## src/rtl/fnc_pkg.sv

```systemverilog
// ----------------------------------------------------------------------------
// fnc_pkg: shared constants and types for the frequency to note quantizer
// Formats, the per-cell payload and the leading-one search.
// ----------------------------------------------------------------------------
`timescale 1ns / 1ps
`default_nettype none

package fnc_pkg;

  localparam int unsigned LogFracBits = 20;
  localparam int unsigned FreqW       = 32;
  localparam int unsigned MantW       = 32;
  localparam int unsigned PosW        = 5;
  localparam int unsigned LogW        = PosW + LogFracBits;
  localparam int unsigned VW          = LogFracBits + 12;  // signed note value
  localparam int unsigned PW          = VW + 14;           // scaled deviation
  localparam int unsigned RefW        = 17;
  localparam int unsigned NoteW       = 9;
  localparam int unsigned CentsW      = 14;
  localparam int unsigned PcW         = 4;
  localparam int unsigned OctW        = 6;

  localparam int A4Note     = 69;
  localparam int NoteMin    = -256;
  localparam int NoteMax    = 255;
  localparam int CentsLimit = 5000;
  localparam int CentsScale = 10000;
  localparam int RefReset   = 112640;
  localparam int DefPc      = 9;
  localparam int DefOct     = 4;

  // q = floor(n/12) for n <= 256
  localparam int RecipMul   = 171;
  localparam int RecipShift = 11;

  // accept edge to the edge that samples the strobe
  localparam int unsigned PipeDepth = LogFracBits + 5;

  typedef struct packed {
    logic                   inv;
    logic [PosW-1:0]        pf;
    logic [PosW-1:0]        pr;
    logic [MantW-1:0]       mf;
    logic [MantW-1:0]       mr;
    logic [LogFracBits-1:0] ff;
    logic [LogFracBits-1:0] fr;
  } cell_t;

  function automatic logic [PosW-1:0] msb_pos(input logic [FreqW-1:0] x);
    logic [PosW-1:0] p;
    p = '0;
    for (int i = 0; i < FreqW; i++) begin
      if (x[i]) p = PosW'(i);
    end
    return p;
  endfunction

endpackage

`default_nettype wire

```

## src/rtl/fnc_cell.sv

```systemverilog
// ----------------------------------------------------------------------------
// fnc_cell: one log2 fraction bit
// Squares both mantissas, shifts in one fraction bit each, passes on.
// ----------------------------------------------------------------------------
`timescale 1ns / 1ps
`default_nettype none

module fnc_cell (
  input  wire logic       clk_i,
  input  wire logic       rst_ni,
  input  wire logic       vld_i,
  input  fnc_pkg::cell_t  cell_i,
  output logic            vld_o,
  output fnc_pkg::cell_t  cell_o
);

  localparam int unsigned MW = fnc_pkg::MantW;

  logic                 vld_q;
  fnc_pkg::cell_t       cell_d, cell_q;
  logic [2*MW-1:0]      sq_f, sq_r;
  logic [MW:0]          s_f, s_r;

  always_comb begin
    sq_f   = {{MW{1'b0}}, cell_i.mf} * {{MW{1'b0}}, cell_i.mf};
    sq_r   = {{MW{1'b0}}, cell_i.mr} * {{MW{1'b0}}, cell_i.mr};
    s_f    = sq_f[2*MW-1:MW-1];
    s_r    = sq_r[2*MW-1:MW-1];
    cell_d = cell_i;
    // square >= 2.0: bit is one, halve
    cell_d.ff = {cell_i.ff[fnc_pkg::LogFracBits-2:0], s_f[MW]};
    cell_d.fr = {cell_i.fr[fnc_pkg::LogFracBits-2:0], s_r[MW]};
    cell_d.mf = s_f[MW] ? s_f[MW:1] : s_f[MW-1:0];
    cell_d.mr = s_r[MW] ? s_r[MW:1] : s_r[MW-1:0];
  end

  always_ff @(posedge clk_i or negedge rst_ni) begin
    if (!rst_ni) begin
      vld_q <= 1'b0;
    end else begin
      vld_q <= vld_i;
    end
  end

  always_ff @(posedge clk_i) begin
    cell_q <= cell_d;
  end

  assign vld_o  = vld_q;
  assign cell_o = cell_q;

endmodule

`default_nettype wire

```

## config.mk

```make
export PLATFORM = sky130hd
export DESIGN_NAME = fnc_cell
export DESIGN_NICKNAME = d
export VERILOG_FILES = /design/src/rtl/fnc_pkg.sv /design/src/rtl/fnc_cell.sv
export SDC_FILE = /design/constraint.sdc
export NUM_CORES = 2
export LEC_CHECK = 0
export ABC_AREA = 1
export BUFFER_PORTS_ARGS = -buffer_cell sky130_fd_sc_hd__buf_2
export CAP_MARGIN = 20
export CORE_AREA = 3 3 346 485
export CTS_CLUSTER_DIAMETER = 60
export CTS_CLUSTER_SIZE = 30
export DETAILED_ROUTE_END_ITERATION = 12
export DIE_AREA = 0 0 349 488
export PLACE_DENSITY = 0.59
export SYNTH_ARGS = -nofsm -noshare
export SYNTH_HDL_FRONTEND = slang
export SYNTH_SLANG_ARGS = --single-unit
```

## constraint.sdc

```tcl
create_clock -name clk_i -period 1.15 [get_ports clk_i]
set_input_delay 0.23 -clock clk_i [delete_from_list [all_inputs] [get_ports clk_i]]
set_output_delay 0.23 -clock clk_i [all_outputs]
set_load 0.02 [all_outputs]
```

==> qor.csv <==
metric,value,unit
final WL,209000,um
Post-Route Utilization,52.2,%
Root Buffer,clkbuf_16,
first-pass GRT wire length,329000,um
Post-Syn Area per Cell,7.94,um^2
WP data arrival,6760,ps
Max Slew Vio Count,0,
CTS tree,yes,
synthesis-to-layout area growth,30.9,%
Least-Margin Pin Slew,570,ps
Clock Sinks,116,
H-Tree Depth,4,
setup violators final,114,
placed inst area,0.0790,mm^2
Initial Util,39.9,%
I/O Pins,234,
routability cong.,0.991,
hpwl dp,184000,um
CP startpoint,cell_i[48],
final worst path period share,559,%
Ys Warns,0,
CTS Buf Count,17,
ratio of cells with drive above 1 in the final layout,25.2,%
remaining antenna violation count,0,
Max-Cap Viols,0,
most frequent cells in the layout,"2,736 x inv_1, 1,770 x nand2_1, 1,494 x fa_1",
Final Hold Fails,0,
RSZ-0062 raised after global routing,true,
# DRC,0,
failing checks,setup timing,
Worst Hold Class,input port to asynchronous set/reset pin,
min Tclk post-route,6430,ps
clock buffer depth,2,
# rows,176,
CP max-delay cell,fa_2,
Mapped Cells,8241,
outcome,"finished, violations left",
total track usage,25.0,%
Worst Path Required,1480,ps
final worst setup slack,-5280,ps
CP Max Fanout,9,
Core Area,0.164,mm^2
Netlist cell types,38,
number of port buffers,231,
Setup CP Type,input port to flop,
fmax,0.156,GHz
wire length per cell,17.7,um
"commonest non-fill, non-tap cell in the layout",inv_1,
Die W,349,um
most frequent CP cell,fa_1,
Setup TNS,-344420,ps
die height,488,um
#FFs+latches synth,116,
CP endpoint,cell_o[63],
Via Count,55100,
gr ovfl total,0,
largest net degree at the start of global routing,23,
Synth Cell Area,0.0654,mm^2
Final Cell Area,0.0857,mm^2
Slew headroom,61.6,%
Startpoint Class,input port,
DRT iter0 DRCs,2167,
clock slew at reported path FFs,60,ps
vias in the first global route,62500,
Layout Nets,11900,
Vias/cell,4.67,
cell total after placement,11600,
"slowest stage delay, CP",620,ps
fin cells,11800,
crit path capture type,flop,
sequential cell area fraction in the yosys report,3.56,%
syn nets,10500,
router iterations before antenna repair,5,
DIE AREA,0.170,mm^2
initial antenna violation count,3,
-- critical path, delay by kind of cell --
family | cells | cell delay [ps]
simple gates | 10 | 830
buf+inv | 8 | 820
fa+ha+maj | 9 | 4450
compound gates | 2 | 390
-- how the worst min path moves through the flow --
stage                     startpoint    end  slack, ps
after detailed placement      rst_ni  vld_o          7
after CTS                     rst_ni  vld_o         60
final                         rst_ni  vld_o         90
after global placement        rst_ni  vld_o          5
after global routing          rst_ni  vld_o        100
after floorplan               rst_ni  vld_o        -70
-- Yosys cell counts (all sizes together) --
cell	number	share of area [%]
a21boi	1	0.011
a21o	11	0.13
a21oi	163	1.2
a31o	12	0.16
a31oi	5	0.048
and2	4	0.038
buf	40	0.37
clkbuf	176	1.0
dfrtp	1	0.038
dfxtp	115	3.5
fa	1582	48
ha	598	11
inv	2818	16
nand2	2075	12
nand2b	1	0.0096
nand3	115	0.89
nand4	32	0.31
nor2	225	1.3
nor3	30	0.23
nor4	8	0.11
o211ai	1	0.011
o21a	1	0.011
o21ai	68	0.52
o21bai	44	0.50
or2	13	0.12
xnor2	35	0.47
xor2	67	0.90
-- what timing repair did --
item / CTS / global route
pin swaps: 160 / 273
setup buffers: 36 / 23
endpoints found under the setup margin: 167 / 153
hold endpoints to repair: 51 / 0
hold buffers: 51 / 0
gates resized for setup: 746 / 632
gates cloned: 7 / 14
-- layout make-up --
cell class	instances	area (um^2)
fill	15400	78400
tap	2136	2670
sequential	116	2530
clock inverter	10	110
antenna	1	2.50
clock buffer	21	450
inverter	2818	10600
multi-input combinational	5091	54900
timing repair buffer	1607	14500
-- flip-flops by register name, summed over array words and instances, names as in the netlist --
name / count
cell_o: 115
vld_o: 1
-- cells by family after synthesis --
kind of cell | after synthesis | share of synthesized area [%]
flip-flops | 116 | 3.56
AND/OR/NAND/NOR | 2503 | 15.1
XOR/XNOR | 102 | 1.37
AO/OA/AOI/OAI | 306 | 2.64
buffers and inverters | 3034 | 17.5
adder cells (fa/ha/maj) | 2180 | 59.8
-- per-layer routing --
layer  vias up  GRT usage (%)  share of wire [%]  routed length [um]
met5         -              0             0.0072                  15
met4         2           14.0                7.2               15100
met3       604           1.91                3.1                6390
met2      1227           48.8                 55              115000
met1     27500           26.1                 35               72600
li1      25800              -                  -                   -
-- metrics by stage --
| step | hold slack (ps) | worst slack [ps] |
|---|---|---|
| CTS | 56.3 | -5190 |
| finish | 94.9 | -5280 |
| detailed placement | 6.83 | -6170 |
| global route | 100 | -5430 |
| floorplan | -65.6 | -5140 |
| global placement | 5.31 | -6170 |
Power is not shown: default switching activity piles up to over one toggle a cycle in this logic, so the estimate is an artifact.
