<file path="config.mk">
export PLATFORM = sky130hd
export DESIGN_NAME = fnc_norm
export DESIGN_NICKNAME = d
export VERILOG_FILES = /design/src/rtl/fnc_pkg.sv /design/src/rtl/fnc_norm.sv
export SDC_FILE = /design/constraint.sdc
export NUM_CORES = 1
export LEC_CHECK = 0
export ABC_AREA = 0
export BUFFER_PORTS_ARGS = -buffer_cell sky130_fd_sc_hd__buf_4
export CAP_MARGIN = 0
export CORE_ASPECT_RATIO = 0.8
export CORE_MARGIN = 2
export CORE_UTILIZATION = 40
export DETAILED_ROUTE_END_ITERATION = 16
export GPL_TIMING_DRIVEN = 0
export PLACE_DENSITY = 0.77
export SETUP_SLACK_MARGIN = 0.1
export SLEW_MARGIN = 5
export SYNTH_ARGS = -nofsm -noshare
export SYNTH_HDL_FRONTEND = slang
export SYNTH_SLANG_ARGS = --single-unit
</file>
<file path="constraint.sdc">
create_clock -name clk_i -period 0.8 [get_ports clk_i]
set_input_delay 0.08 -clock clk_i [delete_from_list [all_inputs] [get_ports clk_i]]
set_output_delay 0.08 -clock clk_i [all_outputs]
set_load 0.005 [all_outputs]
</file>
<file path="src/rtl/fnc_pkg.sv">
// ----------------------------------------------------------------------------
// fnc_pkg: shared constants and types for the frequency to note quantizer
// Formats, the per-cell payload and the leading-one search.
// ----------------------------------------------------------------------------
`timescale 1ns / 1ps
`default_nettype none

package fnc_pkg;

  localparam int unsigned LogFracBits = 20;
  localparam int unsigned FreqW       = 32;
  localparam int unsigned MantW       = 32;
  localparam int unsigned PosW        = 5;
  localparam int unsigned LogW        = PosW + LogFracBits;
  localparam int unsigned VW          = LogFracBits + 12;  // signed note value
  localparam int unsigned PW          = VW + 14;           // scaled deviation
  localparam int unsigned RefW        = 17;
  localparam int unsigned NoteW       = 9;
  localparam int unsigned CentsW      = 14;
  localparam int unsigned PcW         = 4;
  localparam int unsigned OctW        = 6;

  localparam int A4Note     = 69;
  localparam int NoteMin    = -256;
  localparam int NoteMax    = 255;
  localparam int CentsLimit = 5000;
  localparam int CentsScale = 10000;
  localparam int RefReset   = 112640;
  localparam int DefPc      = 9;
  localparam int DefOct     = 4;

  // q = floor(n/12) for n <= 256
  localparam int RecipMul   = 171;
  localparam int RecipShift = 11;

  // accept edge to the edge that samples the strobe
  localparam int unsigned PipeDepth = LogFracBits + 5;

  typedef struct packed {
    logic                   inv;
    logic [PosW-1:0]        pf;
    logic [PosW-1:0]        pr;
    logic [MantW-1:0]       mf;
    logic [MantW-1:0]       mr;
    logic [LogFracBits-1:0] ff;
    logic [LogFracBits-1:0] fr;
  } cell_t;

  function automatic logic [PosW-1:0] msb_pos(input logic [FreqW-1:0] x);
    logic [PosW-1:0] p;
    p = '0;
    for (int i = 0; i < FreqW; i++) begin
      if (x[i]) p = PosW'(i);
    end
    return p;
  endfunction

endpackage

`default_nettype wire

</file>
<file path="src/rtl/fnc_norm.sv">
// ----------------------------------------------------------------------------
// fnc_norm: input normalizer
// Finds the leading one of frequency and reference, left-aligns both mantissas.
// ----------------------------------------------------------------------------
`timescale 1ns / 1ps
`default_nettype none

module fnc_norm (
  input  wire logic                         clk_i,
  input  wire logic                         rst_ni,
  input  wire logic                         vld_i,
  input  wire logic [fnc_pkg::FreqW-1:0]    freq_i,
  input  wire logic [fnc_pkg::RefW-1:0]     ref_i,
  output logic                              vld_o,
  output fnc_pkg::cell_t                    cell_o
);

  logic                         vld_q;
  fnc_pkg::cell_t               cell_d, cell_q;
  logic [fnc_pkg::FreqW-1:0]    ref_w;

  always_comb begin
    ref_w       = fnc_pkg::FreqW'(ref_i);
    cell_d.inv  = (freq_i == '0) || (ref_i == '0);
    cell_d.pf   = fnc_pkg::msb_pos(freq_i);
    cell_d.pr   = fnc_pkg::msb_pos(ref_w);
    cell_d.mf   = fnc_pkg::MantW'(freq_i << (fnc_pkg::PosW'(fnc_pkg::FreqW - 1) - cell_d.pf));
    cell_d.mr   = fnc_pkg::MantW'(ref_w << (fnc_pkg::PosW'(fnc_pkg::FreqW - 1) - cell_d.pr));
    cell_d.ff   = '0;
    cell_d.fr   = '0;
  end

  always_ff @(posedge clk_i or negedge rst_ni) begin
    if (!rst_ni) begin
      vld_q <= 1'b0;
    end else begin
      vld_q <= vld_i;
    end
  end

  always_ff @(posedge clk_i) begin
    cell_q <= cell_d;
  end

  assign vld_o  = vld_q;
  assign cell_o = cell_q;

endmodule

`default_nettype wire

</file>
==> flow_results.org <==
** Setup path
- Biggest cell delay along the critical path :: 420 ps
- Of all nets on the critical path, the largest fanout is 5.
- STA classifies the critical path endpoint as a flop.
- Dominant delay contributor by cell family on the critical path :: compound AO/OA/AOI/OAI gates
- Together, buffers and inverters on the worst path number 3.
- On the critical path, the stage with the largest delay is an instance of sky130_fd_sc_hd__a211o_4.
- Type of the worst setup path :: primary input to flop
- Crit path arrival time :: 2650 ps
- For the worst setup path, the data required time is 1010 ps.
- The worst setup path is launched from a primary input.
- Most frequent cell on the critical path :: sky130_fd_sc_hd__buf_8
- Cell Chain, Critical Path :: buf_8 -> or3_4 -> a221oi_4 -> o21ai_2 -> a211o_4 -> buf_8 -> buf_8 -> a211oi_4 -> nor3_2 -> a211oi_2 -> o221ai_2

** Job
- Max-cap check violation count :: 0

** Floorplan
- Core Footprint :: 0.0116 sq mm
- The die is 126 um wide.
- The floorplan has 35 rows.
- The die is 102 um tall.
- The die covers 0.0128 sq mm.
- For this design the top-level I/O count stands at 168.
- Once the floorplan was initialized, standard cells occupied 41.2% of the core.

** Global routing
- The initial antenna violation count came to 0.
- All-layer global routing usage :: 32.8%
- For this run, global-route usage on met1 was measured as 42.0%.
- The total overflow left after global routing is 0.
- Met3 usage in global routing :: 13.0%
- met2 is the most crowded layer.
- Number of global-route vias before repair :: 6026
- Wire length of the first global-routing pass :: 32700 um
- Met2 Use GR :: 50.2%
- Entering global routing, the biggest net connects 15 pins.

** Yosys
- The Yosys step of the flow raised 0 warnings.
- Fraction of synthesis flops using an asynchronous set or reset pin :: 1.32%
- Number of cells produced by synthesis :: 580
- Each instance of the synthesized netlist takes up on average 8.21 sq um.
- Distinct cells, synth :: 69
- The mapped netlist covers 0.00476 sq mm.
- Post-synth top flop :: sky130_fd_sc_hd__dfxtp_1
- For this run, the register share of the synthesized area comes to 32.1%.
- The synthesized design contains 0 enable-type register cells.
- Flop and latch count out of synthesis :: 76

** Cells and area
- For this run, the share of the core covered by cells in the final layout is 82.7%.
- In the final design database the tool counted 918 nets.
- Summing all multi-input logic gate instances after layout gives 0.00439 sq mm.
- Combined flip-flop and latch cell area :: 0.00160 sq mm
- Fill cell count :: 616
- Relative to the synthesized area, the layout overhead comes to 101%.
- In the final layout, the share of cells above drive strength 1 is 65.1%.
- ANT cells :: 0

** Detailed routing
- Number of vias per cell after detailed routing :: 6.47
- In this run the remaining antenna-violating nets after routing total 0.
- Total length of routed wires :: 25100 um
- For this run, design rule violations remaining after detail routing come to 0.
- Dividing the detail-routed wire length by the instance count gives 24.6 um.
- In this run, the number of DRC markers left after iteration 0 of detailed routing was 983.
- Drt pass-1 iters :: 6
- Detailed-route via count :: 6594

** Hold path
- The tightest min-delay check is of the primary input to flop type.
- Hold-critical path endpoint :: cell_o[66]
- Start point of the worst min-delay path :: ref_i[11]
- Depth of the worst hold-timing path :: 3

** STA
- For the pin with the worst max-slew slack, the measured transition is 829 ps.
- Number of setup violations in the final report :: 131
- Setup repair after global routing could not meet its margin everywhere.
- Hold violation count in the final report :: 0
- Worst rel slew slack :: 44.6%
- Post-layout worst setup margin :: -1640 ps
- Subtracting the final worst setup slack from the clock period gives 2440 ps.
- The number of max-slew violations in the final report was 0.
- Top achievable clock speed :: 410 MHz
- In the finished design, the share of the clock period the worst path needs comes to 305%.

** Placement
- The congestion estimate from routability-driven global placement came to 0.977.
- Input/output buffers :: 126
- HPWL after detailed placement :: 13800 um

** Power
- Maximum vdd drop :: 1210 uV
- Post-layout total power :: 14.3 mW
- In this run the static leakage power is 3.96 nW.
- In this run the power density over the cells is 1490 mW/mm^2.

** Clock network
- Level count of the clock H-tree :: 3
- Maximum clock insertion buffer count :: 2
- Clock root buffer :: sky130_fd_sc_hd__clkbuf_16
- The clock drives 76 sinks.
- CTS buffer count :: 9
- After clock tree synthesis, the clock-pin slew on the worst setup and hold paths is 60 ps.
- TritonCTS built the clock tree.

** Run status
- The final reports fail on negative setup slack.
- The run finished, with violations left.
-- what timing repair did --
action,CTS,global route
hold endpoints to repair,3,0
gates cloned,5,1
buffers inserted,68,26
endpoints found under the setup margin,133,133
hold buffers,3,0
resized for setup,304,174
pin swaps,61,55
-- power breakdown --
part           total (mW)  switching, mW  internal (mW)
combinational        5.74           2.89           2.85
sequential           4.42          0.187           4.23
clock                4.13           1.70           2.42
-- layout make-up --
| type | count | share of cell area [%] |
|---|---|---|
| tap | 148 | 1.94 |
| inverter | 31 | 1.75 |
| buffer | 69 | 6.72 |
| clock inverter | 6 | 0.680 |
| clock buffer | 10 | 2.39 |
| multi-input combinational | 456 | 45.9 |
| sequential | 76 | 16.7 |
| timing repair buffer | 223 | 23.9 |
-- cell usage after synthesis (6+ instances only) --
library cell                instances  area share (%)
sky130_fd_sc_hd__nor4_1            11             1.4
sky130_fd_sc_hd__dfxtp_1           75              32
sky130_fd_sc_hd__o22ai_1            8             1.1
sky130_fd_sc_hd__mux2i_1           49              10
sky130_fd_sc_hd__a21oi_1           31             3.3
sky130_fd_sc_hd__o21ai_0           22             2.3
sky130_fd_sc_hd__clkbuf_1          16             1.3
sky130_fd_sc_hd__a211oi_1          26             4.1
sky130_fd_sc_hd__a22oi_1            8             1.3
sky130_fd_sc_hd__nor3_1            18             1.9
sky130_fd_sc_hd__nand3_1           10             1.1
sky130_fd_sc_hd__nand2_1           43             3.4
sky130_fd_sc_hd__buf_2              8            0.84
sky130_fd_sc_hd__buf_4             41             6.5
sky130_fd_sc_hd__nor2_1            53             4.2
sky130_fd_sc_hd__nand2b_1           9             1.2
sky130_fd_sc_hd__a221oi_1          13             2.4
sky130_fd_sc_hd__a2111oi_0         12             2.2
sky130_fd_sc_hd__o221ai_1          10             1.8
sky130_fd_sc_hd__o31ai_1            6            0.95
sky130_fd_sc_hd__inv_1             24             1.9
-- stage by stage --
step	instance area (sq um)	setup TNS, ps	worst slack [ps]	hold WS [ps]	instances
floorplan	5400	-59370	-1400	-216	634
detailed placement	6530	-89420	-2170	-142	908
CTS	8760	-60710	-1380	20.2	999
finish	9560	-69010	-1640	31.1	1019
global route	9560	-71180	-1750	37.7	1019
global placement	6530	-90290	-2170	-145	908
-- cells by family after synthesis --
family          after synthesis  synth area share [%]
other cells                   1                0.0788
simple gates                169                  16.8
mux                          54                  11.8
buf+inv                     102                  12.1
flops                        76                  32.1
compound gates              178                  27.1
-- state kept, by name, summed over array words and instances (netlist names) --
register / count
cell_o: 75
vld_o: 1
-- worst max-delay path by stage --
stage	slack (ps)	endpoint	depth (start not counted)	start
after global routing	-1750	cell_o[102]	9	freq_i[26]
after global placement	-2170	cell_o[95]	9	freq_i[14]
after CTS	-1380	cell_o[95]	11	freq_i[16]
final	-1640	cell_o[98]	11	freq_i[14]
after detailed placement	-2170	cell_o[95]	9	freq_i[14]
after floorplan	-1400	cell_o[100]	10	freq_i[14]
-- layer usage --
metal	part of all wire [%]	vias up	routed length (um)
li1	-	2676	-
met1	38	3049	9420
met2	42	662	10600
met3	14	207	3600
met4	5.8	0	1460
met5	0	-	0
-- placed cells by master (no fill, tap or decap), types with 5 or more instances in the layout --
| cell type | n |
|---|---|
| sky130_fd_sc_hd__a2111oi_2 | 8 |
| sky130_fd_sc_hd__a2111oi_4 | 6 |
| sky130_fd_sc_hd__a211oi_1 | 5 |
| sky130_fd_sc_hd__a211oi_2 | 12 |
| sky130_fd_sc_hd__a211oi_4 | 9 |
| sky130_fd_sc_hd__a21oi_1 | 15 |
| sky130_fd_sc_hd__a21oi_2 | 13 |
| sky130_fd_sc_hd__a221oi_2 | 9 |
| sky130_fd_sc_hd__a22oi_2 | 5 |
| sky130_fd_sc_hd__buf_12 | 14 |
| sky130_fd_sc_hd__buf_4 | 149 |
| sky130_fd_sc_hd__buf_6 | 97 |
| sky130_fd_sc_hd__buf_8 | 10 |
| sky130_fd_sc_hd__clkbuf_16 | 12 |
| sky130_fd_sc_hd__clkbuf_2 | 5 |
| sky130_fd_sc_hd__conb_1 | 55 |
| sky130_fd_sc_hd__dfxtp_1 | 19 |
| sky130_fd_sc_hd__dfxtp_2 | 56 |
| sky130_fd_sc_hd__inv_1 | 19 |
| sky130_fd_sc_hd__mux2i_1 | 13 |
| sky130_fd_sc_hd__mux2i_2 | 7 |
| sky130_fd_sc_hd__mux2i_4 | 30 |
| sky130_fd_sc_hd__nand2_1 | 32 |
| sky130_fd_sc_hd__nand2_2 | 5 |
| sky130_fd_sc_hd__nand2_4 | 6 |
| sky130_fd_sc_hd__nand2b_1 | 6 |
| sky130_fd_sc_hd__nand3_1 | 8 |
| sky130_fd_sc_hd__nor2_1 | 37 |
| sky130_fd_sc_hd__nor2_2 | 6 |
| sky130_fd_sc_hd__nor2_4 | 10 |
| sky130_fd_sc_hd__nor3_1 | 12 |
| sky130_fd_sc_hd__nor4_4 | 8 |
| sky130_fd_sc_hd__o21ai_0 | 8 |
| sky130_fd_sc_hd__o21ai_1 | 10 |
| sky130_fd_sc_hd__o21ai_2 | 6 |
| sky130_fd_sc_hd__o221ai_2 | 6 |
| sky130_fd_sc_hd__o22ai_1 | 7 |
Power figures use the tool's default switching activity.
