`config.mk`:
```
export PLATFORM = sky130hd
export DESIGN_NAME = fnc_post
export DESIGN_NICKNAME = d
export VERILOG_FILES = /design/src/rtl/fnc_pkg.sv /design/src/rtl/fnc_post.sv
export SDC_FILE = /design/constraint.sdc
export NUM_CORES = 1
export LEC_CHECK = 0
export ABC_AREA = 0
export BUFFER_PORTS_ARGS = -buffer_cell sky130_fd_sc_hd__clkbuf_2
export CAP_MARGIN = 20
export CORE_MARGIN = 2
export CORE_UTILIZATION = 45
export DETAILED_ROUTE_END_ITERATION = 10
export SKIP_LAST_GASP = 1
export SLEW_MARGIN = 5
export SYNTH_ARGS = -nofsm -noshare
export SYNTH_HDL_FRONTEND = slang
export SYNTH_SLANG_ARGS = --single-unit
```
`constraint.sdc`:
```
create_clock -name clk_i -period 6.96 [get_ports clk_i]
set_input_delay 0.348 -clock clk_i [delete_from_list [all_inputs] [get_ports clk_i]]
set_output_delay 0.348 -clock clk_i [all_outputs]
set_load 0.05 [all_outputs]
```
`src/rtl/fnc_pkg.sv`:
```
// ----------------------------------------------------------------------------
// fnc_pkg: shared constants and types for the frequency to note quantizer
// Formats, the per-cell payload and the leading-one search.
// ----------------------------------------------------------------------------
`timescale 1ns / 1ps
`default_nettype none

package fnc_pkg;

  localparam int unsigned LogFracBits = 20;
  localparam int unsigned FreqW       = 32;
  localparam int unsigned MantW       = 32;
  localparam int unsigned PosW        = 5;
  localparam int unsigned LogW        = PosW + LogFracBits;
  localparam int unsigned VW          = LogFracBits + 12;  // signed note value
  localparam int unsigned PW          = VW + 14;           // scaled deviation
  localparam int unsigned RefW        = 17;
  localparam int unsigned NoteW       = 9;
  localparam int unsigned CentsW      = 14;
  localparam int unsigned PcW         = 4;
  localparam int unsigned OctW        = 6;

  localparam int A4Note     = 69;
  localparam int NoteMin    = -256;
  localparam int NoteMax    = 255;
  localparam int CentsLimit = 5000;
  localparam int CentsScale = 10000;
  localparam int RefReset   = 112640;
  localparam int DefPc      = 9;
  localparam int DefOct     = 4;

  // q = floor(n/12) for n <= 256
  localparam int RecipMul   = 171;
  localparam int RecipShift = 11;

  // accept edge to the edge that samples the strobe
  localparam int unsigned PipeDepth = LogFracBits + 5;

  typedef struct packed {
    logic                   inv;
    logic [PosW-1:0]        pf;
    logic [PosW-1:0]        pr;
    logic [MantW-1:0]       mf;
    logic [MantW-1:0]       mr;
    logic [LogFracBits-1:0] ff;
    logic [LogFracBits-1:0] fr;
  } cell_t;

  function automatic logic [PosW-1:0] msb_pos(input logic [FreqW-1:0] x);
    logic [PosW-1:0] p;
    p = '0;
    for (int i = 0; i < FreqW; i++) begin
      if (x[i]) p = PosW'(i);
    end
    return p;
  endfunction

endpackage

`default_nettype wire

```
`src/rtl/fnc_post.sv`:
```
// ----------------------------------------------------------------------------
// fnc_post: note and deviation back end
// Scales the log difference, rounds to a note, scales the remainder to
// hundredths of a cent, splits the note into pitch class and octave.
// ----------------------------------------------------------------------------
`timescale 1ns / 1ps
`default_nettype none

module fnc_post (
  input  wire logic                                clk_i,
  input  wire logic                                rst_ni,
  input  wire logic                                vld_i,
  input  fnc_pkg::cell_t                           cell_i,
  output logic                                     done_o,
  output logic signed [fnc_pkg::NoteW-1:0]         note_o,
  output logic signed [fnc_pkg::CentsW-1:0]        cents_hundredths_o,
  output logic        [fnc_pkg::PcW-1:0]           pitch_class_o,
  output logic signed [fnc_pkg::OctW-1:0]          octave_o,
  output logic                                     invalid_o
);

  localparam int unsigned F  = fnc_pkg::LogFracBits;
  localparam int unsigned VW = fnc_pkg::VW;
  localparam int unsigned PW = fnc_pkg::PW;
  localparam int unsigned LW = fnc_pkg::LogW;
  localparam int unsigned NW = fnc_pkg::NoteW;
  localparam int unsigned CW = fnc_pkg::CentsW;

  localparam logic [VW-1:0]        HalfV   = VW'(1) << (F - 1);
  localparam logic [PW-1:0]        HalfP   = PW'(1) << (F - 1);
  localparam logic signed [VW-1:0] A4V     = VW'(fnc_pkg::A4Note) <<< F;
  localparam logic signed [VW-1:0] NoteLoV = VW'(fnc_pkg::NoteMin);
  localparam logic signed [VW-1:0] NoteHiV = VW'(fnc_pkg::NoteMax);
  localparam logic signed [PW-1:0] CentHiP = PW'(fnc_pkg::CentsLimit);
  localparam logic signed [PW-1:0] CentLoP = -PW'(fnc_pkg::CentsLimit);

  // stage 1: v = 12 * (Lf - La) + 69
  logic                 vld1_q, inv1_q;
  logic signed [VW-1:0] v1_d, v1_q;
  logic signed [LW:0]   diff;
  logic signed [VW-1:0] dx;

  always_comb begin
    diff = $signed({1'b0, cell_i.pf, cell_i.ff}) - $signed({1'b0, cell_i.pr, cell_i.fr});
    dx   = VW'(diff);
    v1_d = (dx <<< 3) + (dx <<< 2) + A4V;
  end

  // stage 2: round to note, saturate
  logic                 vld2_q, inv2_q;
  logic signed [VW-1:0] v2_q;
  logic [VW-1:0]        mag2, q2;
  logic signed [VW-1:0] nr2;
  logic signed [NW-1:0] note2_d, note2_q;

  always_comb begin
    mag2 = v1_q[VW-1] ? VW'(-v1_q) : VW'(v1_q);
    q2   = (mag2 + HalfV) >> F;
    nr2  = v1_q[VW-1] ? -$signed(q2) : $signed(q2);
    if (inv1_q) begin
      note2_d = NW'(fnc_pkg::A4Note);
    end else if (nr2 < NoteLoV) begin
      note2_d = NW'(fnc_pkg::NoteMin);
    end else if (nr2 > NoteHiV) begin
      note2_d = NW'(fnc_pkg::NoteMax);
    end else begin
      note2_d = NW'(nr2);
    end
  end

  // stage 3: remainder times 10000
  logic                 vld3_q, inv3_q;
  logic signed [NW-1:0] note3_q;
  logic signed [VW-1:0] r3;
  logic signed [PW-1:0] r3x, prod3_d, prod3_q;

  always_comb begin
    r3      = v2_q - (VW'(note2_q) <<< F);
    r3x     = PW'(r3);
    // 10000 = 2^13 + 2^10 + 2^9 + 2^8 + 2^4
    prod3_d = (r3x <<< 13) + (r3x <<< 10) + (r3x <<< 9) + (r3x <<< 8) + (r3x <<< 4);
  end

  // stage 4: round deviation, pitch class and octave
  logic [PW-1:0]        mag4, q4;
  logic signed [PW-1:0] c4;
  logic signed [CW-1:0] cents_d;
  logic [NW-1:0]        nmag;
  logic [NW+7:0]        nprod;
  logic [4:0]           nq;
  logic [fnc_pkg::PcW-1:0] rem, pc_d;
  logic signed [fnc_pkg::OctW-1:0] oct_d;

  always_comb begin
    mag4 = prod3_q[PW-1] ? PW'(-prod3_q) : PW'(prod3_q);
    q4   = (mag4 + HalfP) >> F;
    c4   = prod3_q[PW-1] ? -$signed(q4) : $signed(q4);
    if (inv3_q) begin
      cents_d = '0;
    end else if (c4 > CentHiP) begin
      cents_d = CW'(fnc_pkg::CentsLimit);
    end else if (c4 < CentLoP) begin
      cents_d = -CW'(fnc_pkg::CentsLimit);
    end else begin
      cents_d = CW'(c4);
    end

    nmag  = note3_q[NW-1] ? NW'(-note3_q) : NW'(note3_q);
    nprod = (NW+8)'(nmag) * (NW+8)'(fnc_pkg::RecipMul);
    nq    = 5'(nprod >> fnc_pkg::RecipShift);
    rem   = fnc_pkg::PcW'(nmag - NW'(nq) * NW'(12));
    // C remainder follows the dividend's sign; fold into 0..11
    if (note3_q[NW-1] && (rem != '0)) begin
      pc_d = fnc_pkg::PcW'(12) - rem;
    end else begin
      pc_d = rem;
    end
    oct_d = (note3_q[NW-1] ? -$signed(fnc_pkg::OctW'(nq)) : $signed(fnc_pkg::OctW'(nq)))
            - fnc_pkg::OctW'(1);
  end

  logic                          done_q, inv4_q;
  logic signed [NW-1:0]          note4_q;
  logic signed [CW-1:0]          cents4_q;
  logic [fnc_pkg::PcW-1:0]       pc4_q;
  logic signed [fnc_pkg::OctW-1:0] oct4_q;

  always_ff @(posedge clk_i or negedge rst_ni) begin
    if (!rst_ni) begin
      vld1_q <= 1'b0;
      vld2_q <= 1'b0;
      vld3_q <= 1'b0;
      done_q <= 1'b0;
    end else begin
      vld1_q <= vld_i;
      vld2_q <= vld1_q;
      vld3_q <= vld2_q;
      done_q <= vld3_q;
    end
  end

  always_ff @(posedge clk_i) begin
    inv1_q   <= cell_i.inv;
    v1_q     <= v1_d;
    inv2_q   <= inv1_q;
    v2_q     <= v1_q;
    note2_q  <= note2_d;
    inv3_q   <= inv2_q;
    note3_q  <= note2_q;
    prod3_q  <= prod3_d;
    inv4_q   <= inv3_q;
    note4_q  <= note3_q;
    cents4_q <= cents_d;
    pc4_q    <= pc_d;
    oct4_q   <= oct_d;
  end

  assign done_o             = done_q;
  assign note_o             = note4_q;
  assign cents_hundredths_o = cents4_q;
  assign pitch_class_o      = pc4_q;
  assign octave_o           = oct4_q;
  assign invalid_o          = inv4_q;

endmodule

`default_nettype wire

```
==> results by stage <==
STA:
- Setup repair after global routing left no endpoint under its margin.
- The worst setup skew after layout is 0.0192 ns.
- The relative slew slack is 0.471.
- Summed over all failing endpoints, the final setup total negative slack is 0 ns.
- After layout, the minimum clock period comes to 6.17 ns.
- The actual transition at the worst max-transition pin is 0.783 ns.
- The number of endpoints with negative hold slack in the final report is 0.
- Setup violations remaining at the end of the flow were counted as 0.
- The number of max-slew violations in the final report was 0.
- The upper clock frequency limit is 162 MHz.
- Of the available clock period, the critical path in the final layout requires 0.887.

Synth:
- The synthesized area is about 0.015 mm².
- The synthesized flop and latch total is 156.
- After technology mapping, the gate count stands at 1,740.
- The number of different library cells used by synthesis comes to 92.
- For this run, the register share of the synthesized area comes to 0.203.
- The number of synthesized flops with an enable pin is 0.
- The synthesized area per cell is 8.90 µm².
- Sorting the synthesized cells by area gives the leading types as sky130_fd_sc_hd__dfxtp_1, sky130_fd_sc_hd__ha_1, sky130_fd_sc_hd__fa_1.
- During synthesis, Yosys emitted a total of 0 warnings.
- The top-area cell type share of the netlist area is 0.196.
- The number of nets in the synthesized netlist is 2,143.
- Of all flip-flops after synthesis, the portion carrying an async set or reset was 0.0256.
- The commonest register cell after synthesis is sky130_fd_sc_hd__dfxtp_1.
- Summed over all instances, the cell type with the most area after synthesis is sky130_fd_sc_hd__dfxtp_1.

Clock tree:
- The tree is rooted in a sky130_fd_sc_hd__clkbuf_16.
- The clock reaches the later pin of the worst-skew pair after approximately 0.45 ns.
- Post-CTS repair changed the size of 0 cells.
- The maximum clock insertion buffer count is 2.
- The CTS tree is done.
- TritonCTS created 17 clock buffers.
- The H-tree depth is 4.
- The clock slew seen by the registers of the worst setup and hold paths is 0.07 ns.
- Counting every sink on the clock net gives 156.

Routing:
- The first-pass iteration count of the detailed router is 6.
- The DRC violation count after routing is 0.
- The average wire per cell in the routed design is between 10 and 15 µm.
- The aggregate routed wire length is 33,400 µm.
- The count of vias placed by the detailed router is 12,500.
- The number of vias per cell is 5.47.
- The number of design-rule violations left by the first detailed-router iteration is 731.
- Once detail routing completed, the nets flagged for antenna violations numbered 0.

Cells and area:
- The number of antenna diodes is 0.
- The fraction of layout instances using a drive strength above 1 is 0.107.
- The layout overhead on the synthesized area is 10.0%.
- The multi-input combinational cells in the finished layout cover a total of 0.0114 mm².
- The most common cell after layout, fill and taps aside is sky130_fd_sc_hd__ha_1.
- In the layout the commonest cells are sky130_fd_sc_hd__ha_1, sky130_fd_sc_hd__inv_1, sky130_fd_sc_hd__dfxtp_1.
- The register cell area after layout is 0.00314 mm².
- Fill cells in the final layout number 3,209.
- After the last flow step, the layout net total stands at between 2,000 and 2,500.

Critical path:
- The kind of critical path is flip-flop to flip-flop.
- The launching point of the worst reg2reg path is prod3_q[18]$_DFF_P_.
- The critical path starts at prod3_q[18]$_DFF_P_.
- The maximum fanout along the worst path is 13.
- The data required time at the worst endpoint is between 7 and 8 ns.
- STA classifies the critical path startpoint as a flip-flop.
- The nature of the critical path endpoint is a flip-flop.
- STA puts the critical path data arrival time at approximately 6.5 ns.

Global route:
- The number of antenna violations at the first check in global routing is 0.
- The via count of the first global-routing pass is 12,000.
- Entering global routing, the biggest net connects 46 pins.
- The total congestion overflow after global routing is 0.
- The overall track demand over capacity in global routing is 0.189.
- The first global-routing pass estimated approximately 57,000 µm of wire.

Job:
- The tool flagged a number of max-cap violations equal to 0.

Floorplanning:
- The core region area is 0.0337 mm².
- For this configuration, the core starts out at a cell density of 0.460.
- The die width is roughly 190 µm.
- The die covers between 0.03 and 0.04 mm².
- The number of I/O pins is 153.
- From bottom edge to top edge, the die measures ~190 µm.
- The floorplan has between 60 and 70 rows.

Status:
- The run finished with clean final reports.

Worst hold path:
- The hold path startpoint is vld_i.
- The class of the tightest hold or removal check is primary input to flip-flop.

Placement:
- The wire-length estimate of the detail-placed layout is 26,900 µm.
- The count of port buffers added during placement is between 80 and 90.
- The weighted congestion reported at the end of routability-driven placement is 0.830.
-- per-layer routing --
layer | global-route usage | wire, µm
met4 | 0.0385 | 279
met2 | 0.332 | 16600
met5 | 0 | 0
met3 | 0.0199 | 837
met1 | 0.253 | 15700
-- stage by stage --
stage | instances | setup slack (ns) | util | hold slack (ns) | instance area [µm²]
after CTS | 2275 | 0.868 | 0.506 | 0.00437 | 17000
after global routing | 2275 | 0.329 | 0.506 | 0.00356 | 17000
after detailed placement | 2242 | 0.685 | 0.487 | 0.161 | 16400
final | 2275 | 0.789 | 0.506 | 0.0199 | 17000
after global placement | 2242 | 0.642 | 0.487 | 0.155 | 16400
after floorplan | 1740 | 0.588 | - | 0.0524 | 15500
-- path summary, 6_finish.rpt --
check | depth (start not counted) | slack (ns) | end
worst max-delay path | 14 | 0.79 | cents_hundredths_o[7]$_SDFF_PP0_
worst min-delay path | 1 | 0.02 | vld1_q$_DFF_PN0_
worst max register to register | 14 | 0.79 | cents_hundredths_o[7]$_SDFF_PP0_
worst min register to register | 0 | 0.34 | v2_q[4]$_DFF_P_
max in group asynchronous | 2 | 6.59 | vld2_q$_DFF_PN0_
min in group asynchronous | 2 | 0.25 | vld3_q$_DFF_PN0_
-- registers in the layout, indices dropped and copies added, names as in the netlist --
signal and count:
prod3_q 40, v1_q 29, v2_q 29, cents_hundredths_o 14, note2_q 9, note3_q 9, note_o 8, octave_o 6
pitch_class_o 4, done_o 1, inv1_q 1, inv2_q 1, inv3_q 1, invalid_o 1, vld1_q 1, vld2_q 1
vld3_q 1
-- synth_stat cells, drive strengths merged (20+ instances only) --
cell    instances
inv           186
nor2          108
o21ai          68
or3            20
dfxtp         152
a211oi         20
o31ai          27
xnor2         123
xor2           64
a21o           29
clkbuf         33
a21oi          80
fa             98
nor3           51
buf            20
nand3          45
ha            187
nand2          81
-- logic make-up after synthesis --
| group | Yosys count | share of synthesized area |
|---|---|---|
| buffers and inverters | 239 | 0.0598 |
| xor gates and xnor gates | 188 | 0.109 |
| other | 1 | 0.000242 |
| muxes | 11 | 0.00832 |
| DFF | 156 | 0.203 |
| AOI/OAI and AO/OA | 401 | 0.182 |
| adders and majority gates | 286 | 0.278 |
| and+or+nand+nor | 458 | 0.160 |
-- cell type report --
| class | instances | area share |
|---|---|---|
| Multi-Input combinational cell | 1345 | 0.670 |
| Sequential cell | 156 | 0.184 |
| Inverter | 186 | 0.0410 |
| Timing Repair Buffer | 109 | 0.0354 |
| Tap cell | 448 | 0.0329 |
| Clock buffer | 18 | 0.0258 |
| Clock inverter | 13 | 0.0106 |
-- repair_timing --
action	4_1_cts	5_1_grt
buffers inserted	0	0
hold buffers	2	0
hold endpoints to repair	5	0
-- worst max-delay path: stages (launching register included) --
cell	delay (ns)
sky130_fd_sc_hd__dfxtp_1	0.32
sky130_fd_sc_hd__or4_1	0.58
sky130_fd_sc_hd__o41ai_1	0.76
sky130_fd_sc_hd__xnor2_1	0.20
sky130_fd_sc_hd__ha_1	0.38
sky130_fd_sc_hd__nand3_1	0.43
sky130_fd_sc_hd__a211oi_2	0.52
sky130_fd_sc_hd__nand2_1	0.31
sky130_fd_sc_hd__o31ai_1	0.50
sky130_fd_sc_hd__nand2b_1	0.29
sky130_fd_sc_hd__o41ai_2	0.36
sky130_fd_sc_hd__xor2_1	0.14
sky130_fd_sc_hd__nor4_1	0.33
sky130_fd_sc_hd__nand4b_1	0.49
sky130_fd_sc_hd__a32o_1	0.44
Power is left out: the tool's default activity adds up to more than one toggle a clock period on the data nets, which glitch-free logic cannot reach.
